### config.mk
export PLATFORM = sky130hd
export DESIGN_NAME = combined_lcg_shuffle_rng
export DESIGN_NICKNAME = d
export VERILOG_FILES = /design/src/lcsr_pkg.sv /design/src/lcsr_modmul.sv /design/src/lcsr_table.sv /design/src/lcsr_frac.sv /design/src/combined_lcg_shuffle_rng.sv
export SDC_FILE = /design/constraint.sdc
export NUM_CORES = 2
export LEC_CHECK = 0
export BUFFER_PORTS_ARGS = -buffer_cell sky130_fd_sc_hd__buf_4
export CORE_MARGIN = 5
export CORE_UTILIZATION = 55
export CTS_BUF_LIST = sky130_fd_sc_hd__clkbuf_8
export DETAILED_ROUTE_END_ITERATION = 12
export GPL_ROUTABILITY_DRIVEN = 1
export PLACE_DENSITY = 0.82
export SYNTH_ARGS = -nofsm -noshare
export SYNTH_HDL_FRONTEND = slang
export SYNTH_SLANG_ARGS = --single-unit
### constraint.sdc
create_clock -name clk -period 23.2 [get_ports clk]
set_input_delay 6.96 -clock clk [delete_from_list [all_inputs] [get_ports clk]]
set_output_delay 6.96 -clock clk [all_outputs]
set_load 0.02 [all_outputs]
### src/lcsr_pkg.sv
`timescale 1ns / 1ps
`default_nettype none
// ----------------------------------------------------------------------------
// lcsr_pkg
// Constants and shared types for the combined LCG shuffle generator.
// ----------------------------------------------------------------------------
package lcsr_pkg;

  localparam logic [30:0] MOD1       = 31'd2147483563;
  localparam logic [30:0] MOD2       = 31'd2147483399;
  localparam logic [30:0] MODM1      = 31'd2147483562;
  localparam logic [15:0] MUL1       = 16'd40014;
  localparam logic [15:0] MUL2       = 16'd40692;
  // 2^31 minus each modulus
  localparam logic [7:0]  FOLD1      = 8'd85;
  localparam logic [7:0]  FOLD2      = 8'd249;
  localparam logic [30:0] SEED_RESET = 31'd123456789;
  localparam int          WARMUP_EXTRA = 8;
  localparam logic [23:0] FRAC_MAX   = 24'd16777214;
  localparam logic        FUNC_DRAW  = 1'b0;
  localparam logic        FUNC_SEED  = 1'b1;

  typedef enum logic {
    GEN_FIRST,
    GEN_SECOND
  } gen_sel_t;

  typedef struct packed {
    gen_sel_t    sel;
    logic [30:0] x;
  } mm_req_t;

  typedef enum logic [2:0] {
    ST_IDLE,
    ST_SEED_ISSUE,
    ST_SEED_WAIT,
    ST_SEED_TAKE,
    ST_DRAW0,
    ST_DRAW1,
    ST_DRAW2,
    ST_DRAW3
  } state_t;

endpackage
`default_nettype wire

### src/lcsr_modmul.sv
`timescale 1ns / 1ps
`default_nettype none
// ----------------------------------------------------------------------------
// lcsr_modmul
// Shared two-stage modular multiplier: x * a mod m for either generator.
// ----------------------------------------------------------------------------
module lcsr_modmul (
  input  wire logic               clk,
  input  wire lcsr_pkg::mm_req_t  req,
  output logic [30:0]             value
);

  logic [46:0]        prod;
  lcsr_pkg::gen_sel_t sel1;
  logic [15:0]        mult;
  logic [7:0]         fold;
  logic [30:0]        modulus;
  logic [31:0]        folded;

  always_comb begin
    mult = (req.sel == lcsr_pkg::GEN_SECOND) ? lcsr_pkg::MUL2 : lcsr_pkg::MUL1;
  end

  always_ff @(posedge clk) begin
    prod <= 47'(req.x) * 47'(mult);
    sel1 <= req.sel;
  end

  // fold the high part back: 2^31 == fold (mod m)
  always_comb begin
    fold    = (sel1 == lcsr_pkg::GEN_SECOND) ? lcsr_pkg::FOLD2 : lcsr_pkg::FOLD1;
    modulus = (sel1 == lcsr_pkg::GEN_SECOND) ? lcsr_pkg::MOD2 : lcsr_pkg::MOD1;
    folded  = 32'(prod[46:31]) * 32'(fold) + 32'(prod[30:0]);
  end

  always_ff @(posedge clk) begin
    if (folded >= 32'(modulus)) begin
      value <= 31'(folded - 32'(modulus));
    end else begin
      value <= folded[30:0];
    end
  end

endmodule
`default_nettype wire

### src/lcsr_table.sv
`timescale 1ns / 1ps
`default_nettype none
// ----------------------------------------------------------------------------
// lcsr_table
// Shuffle table memory with per-entry fill bits and registered read.
// ----------------------------------------------------------------------------
module lcsr_table #(
  parameter int DEPTH = 32,
  parameter int AW    = 5
) (
  input  wire logic          clk,
  input  wire logic          rst,
  input  wire logic          wr_en,
  input  wire logic [AW-1:0] wr_addr,
  input  wire logic [30:0]   wr_data,
  input  wire logic          rd_en,
  input  wire logic [AW-1:0] rd_addr,
  output logic [30:0]        rd_data
);

  logic [30:0]      mem [DEPTH];
  logic [DEPTH-1:0] filled;
  logic [30:0]      mem_q;
  logic             filled_q;

  always_ff @(posedge clk) begin
    if (wr_en) begin
      mem[wr_addr] <= wr_data;
    end
    if (rd_en) begin
      mem_q <= mem[rd_addr];
    end
  end

  always_ff @(posedge clk) begin
    if (rst) begin
      filled   <= '0;
      filled_q <= 1'b0;
    end else begin
      if (wr_en) begin
        filled[wr_addr] <= 1'b1;
      end
      if (rd_en) begin
        filled_q <= filled[rd_addr];
      end
    end
  end

  assign rd_data = filled_q ? mem_q : '0;

endmodule
`default_nettype wire

### src/lcsr_frac.sv
`timescale 1ns / 1ps
`default_nettype none
// ----------------------------------------------------------------------------
// lcsr_frac
// Scales a raw value to a 0.24 fraction of the first modulus, clamped below one.
// ----------------------------------------------------------------------------
module lcsr_frac (
  input  wire logic [30:0] raw,
  output logic [23:0]      frac
);

  logic [23:0] est;
  logic [31:0] rem;
  logic [24:0] fixed;

  // raw >> 7 is the quotient or one short of it
  always_comb begin
    est   = raw[30:7];
    rem   = {1'b0, raw[6:0], 24'd0} + 32'(est) * 32'(lcsr_pkg::FOLD1);
    fixed = 25'(est) + 25'(rem >= 32'(lcsr_pkg::MOD1));
    if (fixed > 25'(lcsr_pkg::FRAC_MAX)) begin
      frac = lcsr_pkg::FRAC_MAX;
    end else begin
      frac = fixed[23:0];
    end
  end

endmodule
`default_nettype wire

### src/combined_lcg_shuffle_rng.sv
`timescale 1ns / 1ps
`default_nettype none
// ----------------------------------------------------------------------------
// combined_lcg_shuffle_rng
// Two combined multiplicative LCGs with a Bays-Durham shuffle table.
// ----------------------------------------------------------------------------
// One request yields one result. A draw (func 0) takes two passes through
// the shared two-stage modular multiplier, the slot quotient and the table
// read before the result register is loaded. A seed (func 1) first runs a
// warm-up that fills the table, then the same draw; each warm-up step waits
// for the multiplier's result. req_stall is high from acceptance until the
// result is loaded; a waiting result is held in the output register while the
// next request is taken.
module combined_lcg_shuffle_rng #(
  parameter int TABLE_DEPTH = 32
) (
  input  wire logic        clk,
  input  wire logic        rst,
  input  wire logic        req_valid,
  output logic             req_stall,
  input  wire logic        func,
  input  wire logic [30:0] seed_value,
  output logic             result_valid,
  input  wire logic        result_stall,
  output logic [30:0]      raw_value,
  output logic [23:0]      fraction
);

  localparam int     AW = (TABLE_DEPTH > 1) ? $clog2(TABLE_DEPTH) : 1;
  localparam int     QW = AW + 1;
  localparam int     CW = $clog2(TABLE_DEPTH + lcsr_pkg::WARMUP_EXTRA);
  localparam longint SlotDivL   = longint'(1) + longint'(lcsr_pkg::MODM1) / TABLE_DEPTH;
  localparam longint SlotRecipL = (longint'(1) <<< 31) / SlotDivL;
  localparam logic [30:0]   SLOT_DIV   = SlotDivL[30:0];
  localparam logic [QW-1:0] SLOT_RECIP = SlotRecipL[QW-1:0];

  lcsr_pkg::state_t  state;
  lcsr_pkg::state_t  state_next;
  lcsr_pkg::mm_req_t mm_req;
  logic [30:0]       mm_value;

  logic [30:0]    g1;
  logic [30:0]    g2;
  logic [30:0]    last;
  logic [CW-1:0]  cnt;
  logic [QW-1:0]  q_est;
  logic [AW-1:0]  slot;
  logic           pending;
  logic           out_free;

  logic [30:0]    seed_init;
  logic [30+QW:0] slot_prod;
  logic [30:0]    q_mul;
  logic [30:0]    slot_rem;
  logic [QW-1:0]  q_fix;
  logic [AW-1:0]  slot_calc;
  logic [30:0]    mix;
  logic [23:0]    frac_calc;

  logic           tbl_wr_en;
  logic [AW-1:0]  tbl_wr_addr;
  logic [30:0]    tbl_wr_data;
  logic           tbl_rd_en;
  logic [30:0]    tbl_rd_data;

  lcsr_modmul u_modmul (
    .clk   (clk),
    .req   (mm_req),
    .value (mm_value)
  );

  lcsr_table #(
    .DEPTH (TABLE_DEPTH),
    .AW    (AW)
  ) u_table (
    .clk     (clk),
    .rst     (rst),
    .wr_en   (tbl_wr_en),
    .wr_addr (tbl_wr_addr),
    .wr_data (tbl_wr_data),
    .rd_en   (tbl_rd_en),
    .rd_addr (slot),
    .rd_data (tbl_rd_data)
  );

  lcsr_frac u_frac (
    .raw  (last),
    .frac (frac_calc)
  );

  assign out_free  = !result_valid || !result_stall;
  assign seed_init = (seed_value == 31'd0) ? 31'd1 : seed_value;

  always_comb begin
    slot_prod = (31 + QW)'(last) * (31 + QW)'(SLOT_RECIP);
    q_mul     = 31'(q_est) * SLOT_DIV;
    slot_rem  = last - q_mul;
    q_fix     = q_est + QW'(slot_rem >= SLOT_DIV);
    if (q_fix > QW'(TABLE_DEPTH - 1)) begin
      slot_calc = AW'(TABLE_DEPTH - 1);
    end else begin
      slot_calc = q_fix[AW-1:0];
    end
    if (tbl_rd_data <= mm_value) begin
      mix = tbl_rd_data - mm_value + lcsr_pkg::MODM1;
    end else begin
      mix = tbl_rd_data - mm_value;
    end
  end

  always_comb begin
    state_next = state;
    case (state)
      lcsr_pkg::ST_IDLE: begin
        if (req_valid && !pending) begin
          state_next = (func == lcsr_pkg::FUNC_SEED) ? lcsr_pkg::ST_SEED_ISSUE
                                                     : lcsr_pkg::ST_DRAW0;
        end
      end
      lcsr_pkg::ST_SEED_ISSUE: state_next = lcsr_pkg::ST_SEED_WAIT;
      lcsr_pkg::ST_SEED_WAIT:  state_next = lcsr_pkg::ST_SEED_TAKE;
      lcsr_pkg::ST_SEED_TAKE: begin
        state_next = (cnt == '0) ? lcsr_pkg::ST_DRAW0 : lcsr_pkg::ST_SEED_WAIT;
      end
      lcsr_pkg::ST_DRAW0: state_next = lcsr_pkg::ST_DRAW1;
      lcsr_pkg::ST_DRAW1: state_next = lcsr_pkg::ST_DRAW2;
      lcsr_pkg::ST_DRAW2: state_next = lcsr_pkg::ST_DRAW3;
      lcsr_pkg::ST_DRAW3: state_next = lcsr_pkg::ST_IDLE;
      default:            state_next = lcsr_pkg::ST_IDLE;
    endcase
  end

  always_comb begin
    req_stall   = (state != lcsr_pkg::ST_IDLE) || pending;
    mm_req.sel  = lcsr_pkg::GEN_FIRST;
    mm_req.x    = g1;
    tbl_wr_en   = 1'b0;
    tbl_wr_addr = slot;
    tbl_wr_data = g1;
    tbl_rd_en   = 1'b0;
    case (state)
      lcsr_pkg::ST_SEED_TAKE: begin
        mm_req.x    = mm_value;
        tbl_wr_en   = (cnt < CW'(TABLE_DEPTH));
        tbl_wr_addr = cnt[AW-1:0];
        tbl_wr_data = mm_value;
      end
      lcsr_pkg::ST_DRAW1: begin
        mm_req.sel = lcsr_pkg::GEN_SECOND;
        mm_req.x   = g2;
      end
      lcsr_pkg::ST_DRAW2: tbl_rd_en = 1'b1;
      lcsr_pkg::ST_DRAW3: tbl_wr_en = 1'b1;
      default: ;
    endcase
  end

  always_ff @(posedge clk) begin
    if (rst) begin
      state        <= lcsr_pkg::ST_IDLE;
      g1           <= 31'd1;
      g2           <= lcsr_pkg::SEED_RESET;
      last         <= '0;
      pending      <= 1'b0;
      result_valid <= 1'b0;
    end else begin
      state <= state_next;
      // hold the finished draw until the output register frees up
      if (pending && out_free) begin
        pending      <= 1'b0;
        result_valid <= 1'b1;
        raw_value    <= last;
        fraction     <= frac_calc;
      end else if (result_valid && !result_stall) begin
        result_valid <= 1'b0;
      end
      case (state)
        lcsr_pkg::ST_IDLE: begin
          if (req_valid && !pending && (func == lcsr_pkg::FUNC_SEED)) begin
            g1  <= seed_init;
            g2  <= seed_init;
            cnt <= CW'(TABLE_DEPTH + lcsr_pkg::WARMUP_EXTRA - 1);
          end
        end
        lcsr_pkg::ST_SEED_TAKE: begin
          g1  <= mm_value;
          cnt <= cnt - CW'(1);
          if (cnt == '0) begin
            last <= mm_value;
          end
        end
        lcsr_pkg::ST_DRAW0: q_est <= slot_prod[30+QW:31];
        lcsr_pkg::ST_DRAW1: slot  <= slot_calc;
        lcsr_pkg::ST_DRAW2: g1    <= mm_value;
        lcsr_pkg::ST_DRAW3: begin
          g2      <= mm_value;
          last    <= mix;
          pending <= 1'b1;
        end
        default: ;
      endcase
    end
  end

endmodule
`default_nettype wire
**Yosys cells after proc, flatten, opt, wreduce, memory -nomap -nowiden**

Memories as Yosys holds them, arrays and structs flattened. A register that Yosys moved wholly into a read port is not among the register bits.
Cells that the tools add are included.

- Register bits: 281
- Latch bits: 0
- Bits in writable memories: 992
- ROM bits: 0
- Word-level logic and storage cells: 114
- Memories: 1

Memories:

| name | words | width | rd ports | clocked after Yosys merged registers in | write ports | line | RTL |
|---|---|---|---|---|---|---|---|
| u_table.mem | 32 | 31 | 1 | 1 | 1 | lcsr_table.sv:21 | `logic [30:0] mem [DEPTH];` |

- Add/subtract/negate cells: 9
- $mul: 4
- Div/mod/pow operators: 0
- Order comparisons: 10
- Eq/ne operators: 10
- Shifts and indexed selects: 0
- Mux-type cells: 34
- Bitwise gates (word level): 2
- Reductions and logical operators: 28

Operators with widths:

| cell | count |
|---|---|
| 31-bit case mux with 2 select lines | 4 |
| 31-bit two-way mux | 7 |
| 31-bit subtractor | 3 |
| 31-bit by 16-bit multiplier with 47-bit output | 1 |
| 24-bit by 31-bit adder with 32-bit output | 1 |
| 31-bit by 31-bit adder with 32-bit output | 1 |
| 32-bit by 31-bit greater-or-equal comparator with 1-bit output | 1 |
| 32-bit by 31-bit greater-or-equal comparator with 1-bit output (second input constant) | 1 |
| 32-bit bitwise OR | 1 |
| 31-bit adder (second input constant) | 1 |
| 31-bit by 26-bit greater-or-equal comparator with 1-bit output (second input constant) | 1 |
| 31-bit <= comparator | 1 |
| 31-bit zero test | 1 |
| 24-bit by 7-bit multiplier with 31-bit output (second input constant) | 1 |
| 5-bit by 25-bit multiplier with 30-bit output (second input constant) | 1 |
| 24-bit by 1-bit adder with 25-bit output | 1 |
| 25-bit by 24-bit > comparator with 1-bit output (second input constant) | 1 |
| 16-bit by 8-bit multiplier with 24-bit output | 1 |
| 3-bit case mux with 8 select lines | 1 |
| 8-bit two-way mux | 2 |
| 3-bit equality test (second input constant) | 4 |
| 5-bit by 6-bit less-than comparator with 1-bit output (second input constant) | 2 |
| 6-bit case mux with 2 select lines | 1 |
| 2-bit AND reduction | 6 |
| other kinds (26) | 52 |

**Depth between registers and ports, before layout**

- Depth in word-level cells: 7
- Gate-level depth with buffers: 34
- Mapped depth without buffers: 30

**Cells and area by module**

A second synthesis with hierarchy kept.

- Cells, all modules: 5643
- Area total of the unflattened synthesis: 75134.6 sq um

By module, submodules not included:

| module | times used | cells each | area each (sq um) | seq. area each (sq um) |
|---|---|---|---|---|
| lcsr_table | 1 | 1663 | 40054.7 | 31380.1 |
| lcsr_modmul | 1 | 1957 | 18585.3 | 1561.5 |
| combined_lcg_shuffle_rng | 1 | 1556 | 12642.1 | 4093.9 |
| lcsr_frac | 1 | 467 | 3852.4 | 0.0 |

**Least setup slack after synthesis**

OpenSTA, ideal clock, no wires.

- Path type: input to register
- From: input rst
- To: register fraction[0], enable pin
- Data arrival time: 11.433 ns
- Data required time: 22.649 ns
- Setup slack: 11.217 ns
- Stages: 3
- Buffers on the path: 2
- Path through: clkbuf_1 > clkbuf_1 > a211oi_1

- Longest elaborated chain between the ends: 2

Ends and longest elaborated chain:

| element | line | RTL |
|---|---|---|
| from (decl) | combined_lcg_shuffle_rng.sv:18 | `input wire logic rst,` |
| 1-bit inverter (no line) | - |  |
| 2-bit AND reduction (no line) | - |  |
| to (signal assigned) | combined_lcg_shuffle_rng.sv:173 | `fraction <= frac_calc;` |
| to (decl) | combined_lcg_shuffle_rng.sv:26 | `output logic [23:0] fraction` |

No other way between the ends.
A chain may end at the register's enable or synchronous reset.

**Final worst setup path**

- From: register state[0]
- To: register u_modmul.prod[46]

- Longest elaborated chain between the ends: 4
- Elaborated cells between the ends (all ways): 6
- Those cells by class: 1 x mul; 2 x eq/ne; 3 x mux

Ends and longest elaborated chain:

| element | line | RTL |
|---|---|---|
| from (decl) | combined_lcg_shuffle_rng.sv:37 | `lcsr_pkg::state_t state;` |
| from (signal assigned) | combined_lcg_shuffle_rng.sv:160 | `state <= lcsr_pkg::ST_IDLE;` |
| from (signal assigned) | combined_lcg_shuffle_rng.sv:167 | `state <= state_next;` |
| 3-bit equality test | combined_lcg_shuffle_rng.sv:141 | `case (state)` |
| 1-bit two-way mux | combined_lcg_shuffle_rng.sv:141 |  |
| 10-bit two-way mux | lcsr_modmul.sv:21 | `mult = (req.sel == lcsr_pkg::GEN_SECOND) ? lcsr_pkg::MUL2 : lcsr_pkg::MUL1;` |
| 31-bit by 16-bit multiplier with 47-bit output * | lcsr_modmul.sv:25 | `prod <= 47'(req.x) * 47'(mult);` |
| to (signal assigned) | lcsr_modmul.sv:25 |  |
| to (decl) | lcsr_modmul.sv:13 | `logic [46:0] prod;` |

Mark *: on every way between the ends. The rest lies on a longest branch, timed or not.

==> reports/metrics.yaml <==
overflow: 0
grt_first_pass_wirelength_um: 295000
synth_seq_cells: 1303
post-route-util: 0.608
layout.cells.most_common_list: "edfxtp_1, inv_1, fa_1"
met1Wirelength_um: 73700
drive_gt1_frac: 0.156
routed_wl_um: 198000
hold_ws_ns: 0.470
ant_nets: 0
ys.flop_type: "edfxtp_1"
ctsHoldBuffers: 0
firstDrtPassIters: 6
syn2layout_area_growth_pct: 9.85
htree_levels: 4
cts_buffers: 194
insertion_delay_ns: 0.94
slowest_delay_ns: 0.80
met3WireLength_um: 22100
min_delay_path_depth: 2
vias_per_cell: 6.27
end_kind: "register"
relSlewSlack: 0.0304
core_area_um2: 134000
final_nets: 6532
io_buffers: 92
avgSynthCellArea_um2: 13.6
wl_per_cell_um: 26.1
leakage_nw: 33.0
antenna_found_initial: 4
gp_congestion: 0.972
critPathMaxFanout: 43
cts_tree: "yes"
max_cap_violations: 0
seq_area_frac_synth: 0.501
die_w_um: 377
synth_fp_nets: 6349
clk_pin_slew_worst_paths_ns: 0.06
drc: 0
start_util: 0.554
cts.sinks: 1303
finalMaxSlewViolations: 0
cp_common_cell: "fa_1"
period_needed_ns: 9.57
p_per_area_nw_per_um2: 130
cts_resized: 0
synth-async-reset-ratio: 0
route.met2.wl_um: 93600
cts_setup_buffers: 0
dieArea_um2: 142000
top_layer: "met4"
worst_ep_required_time_ns: 23.97
setup_tns_ns: 0
num_vias: 47400
hold_viol: 0
cpMaxStageDelayCell: "a221oi_1"
netlist_area_um2: 74000
hpwl_um: 133000
cp-start-kind: "register"
io_pins: 93
fmax_mhz: 105
syn-instance-count: 5454
grt_pass1_vias: 47400
rsz0062_at_grt: "no"
hold_path.class: "reg -> reg"
peakVddDrop_mv: 0.389
worst_slew_pin_slew_ns: 1.45
rows: 134
final_common_cell: "edfxtp_1"
finalSetupViolations: 0
grt_start_max_net_pins: 147
synth_edf_count: 1094
root_buffer: "clkbuf_8"
crit_arrival_ns: 10.34
grtUsageTotal: 0.278
reg2reg_depth: 28
yosysWarnings: 0
crit_type: "reg -> reg"
synth_cell_type_count: 85
drtIter0Drc: 5521
fin_crit_sh: 0.412
clock_path_buffers: 3
status: "finished, final reports clean"
fin_worst_skew_ns: 0.0598
p_total_mw: 10.6
die_h_um: 377
fillCellCount: 9619
==> cells by family after synthesis <==
group                    share of synthesized area
other                                    0.0000507
AND/OR/NAND/NOR                             0.0675
buffers and inverters                       0.0470
AO/OA/AOI/OAI                               0.0656
flip-flops                                   0.501
XOR/XNOR                                    0.0233
adder cells (fa/ha/maj)                      0.190
multiplexers                                 0.106
==> registers in the layout (all words and copies together), names as in the netlist <==
| signal | flops |
|---|---|
| cnt | 6 |
| fraction | 24 |
| g1 | 31 |
| g2 | 31 |
| last | 31 |
| pending | 1 |
| q_est | 5 |
| raw_value | 31 |
| result_valid | 1 |
| slot | 5 |
| state | 3 |
| u_modmul.prod | 46 |
| u_modmul.sel1 | 1 |
| u_modmul.value | 31 |
| u_table.filled | 32 |
| u_table.filled_q | 1 |
| u_table.mem | 992 |
| u_table.mem_q | 31 |
==> cell type report <==
cell class | instances | area, um2 | area share
Inverter | 730 | 2740 | 0.0337
Multi-Input combinational cell | 3227 | 33900 | 0.417
Antenna cell | 4 | 10.0 | 0.000123
Clock buffer | 207 | 2850 | 0.0351
Timing Repair Buffer | 181 | 1410 | 0.0174
Clock inverter | 148 | 1130 | 0.0140
Sequential cell | 1303 | 37000 | 0.456
Tap cell | 1768 | 2210 | 0.0272
==> worst paths after layout <==
check	end	from	slack [ns]
setup reg to reg	u_modmul.prod[46]	state[0]	13.63
setup / recovery	u_modmul.prod[46]	state[0]	13.63
hold / removal	u_table.filled[23]	u_table.filled[23]	0.47
hold reg to reg	u_table.filled[23]	u_table.filled[23]	0.47
==> cells in the mapped netlist, types with 24 or more instances <==
cell type | count | area share
ha_1 | 423 | 0.072
nand3_1 | 60 | 0.0041
nand4_1 | 31 | 0.0026
a21oi_1 | 158 | 0.011
nor4_1 | 24 | 0.0020
dfxtp_1 | 209 | 0.057
buf_1 | 30 | 0.0015
nor3_1 | 62 | 0.0042
xnor2_1 | 130 | 0.015
a311oi_1 | 39 | 0.0046
nand2_1 | 352 | 0.018
o21ai_0 | 158 | 0.011
fa_1 | 436 | 0.12
clkbuf_1 | 160 | 0.0081
and3_1 | 26 | 0.0022
a21o_1 | 84 | 0.0085
edfxtp_1 | 1094 | 0.44
nor2_1 | 313 | 0.016
mux4_2 | 321 | 0.098
a31oi_1 | 29 | 0.0025
inv_1 | 728 | 0.037
a211oi_1 | 47 | 0.0048
mux2_2 | 36 | 0.0055
and2_1 | 67 | 0.0057
xor2_1 | 67 | 0.0079
o21a_1 | 25 | 0.0025
nor2b_1 | 38 | 0.0032
a221oi_1 | 24 | 0.0028
==> report_power, final <==
| part | switching, mW | internal, mW |
|---|---|---|
| logic | 3.46 | 2.29 |
| clock network | 0.920 | 1.00 |
| registers | 0.184 | 2.73 |
| total | 4.56 | 6.02 |
==> worst max-delay path: cells and delay by family, from the launching register on <==
| kind | cells | cell delay [ns] |
|---|---|---|
| xor gates and xnor gates | 1 | 0.15 |
| AOI/OAI and AO/OA | 7 | 2.76 |
| and+or+nand+nor | 7 | 1.61 |
| buffers and inverters | 6 | 0.96 |
| adders and majority gates | 7 | 3.39 |
| DFF | 1 | 0.51 |
==> metrics by stage <==
| step | instance area [um2] | worst slack, ns | std cells |
|---|---|---|---|
| finish | 81300 | 13.63 | 7568 |
| global route | 81300 | 13.18 | 7568 |
| CTS | 81200 | 13.77 | 7562 |
| detailed placement | 77200 | 13.83 | 7207 |
| global placement | 77200 | 14.20 | 7207 |
| floorplan | 74000 | 11.22 | 5454 |
==> per-layer routing <==
metal  up-vias  global-route usage
met4         0               0.106
met1     23900               0.372
li1      20100                   -
met5         -                   0
met2      2943               0.447
met3       516              0.0661
No activity file was read; power rests on OpenSTA's default activity.
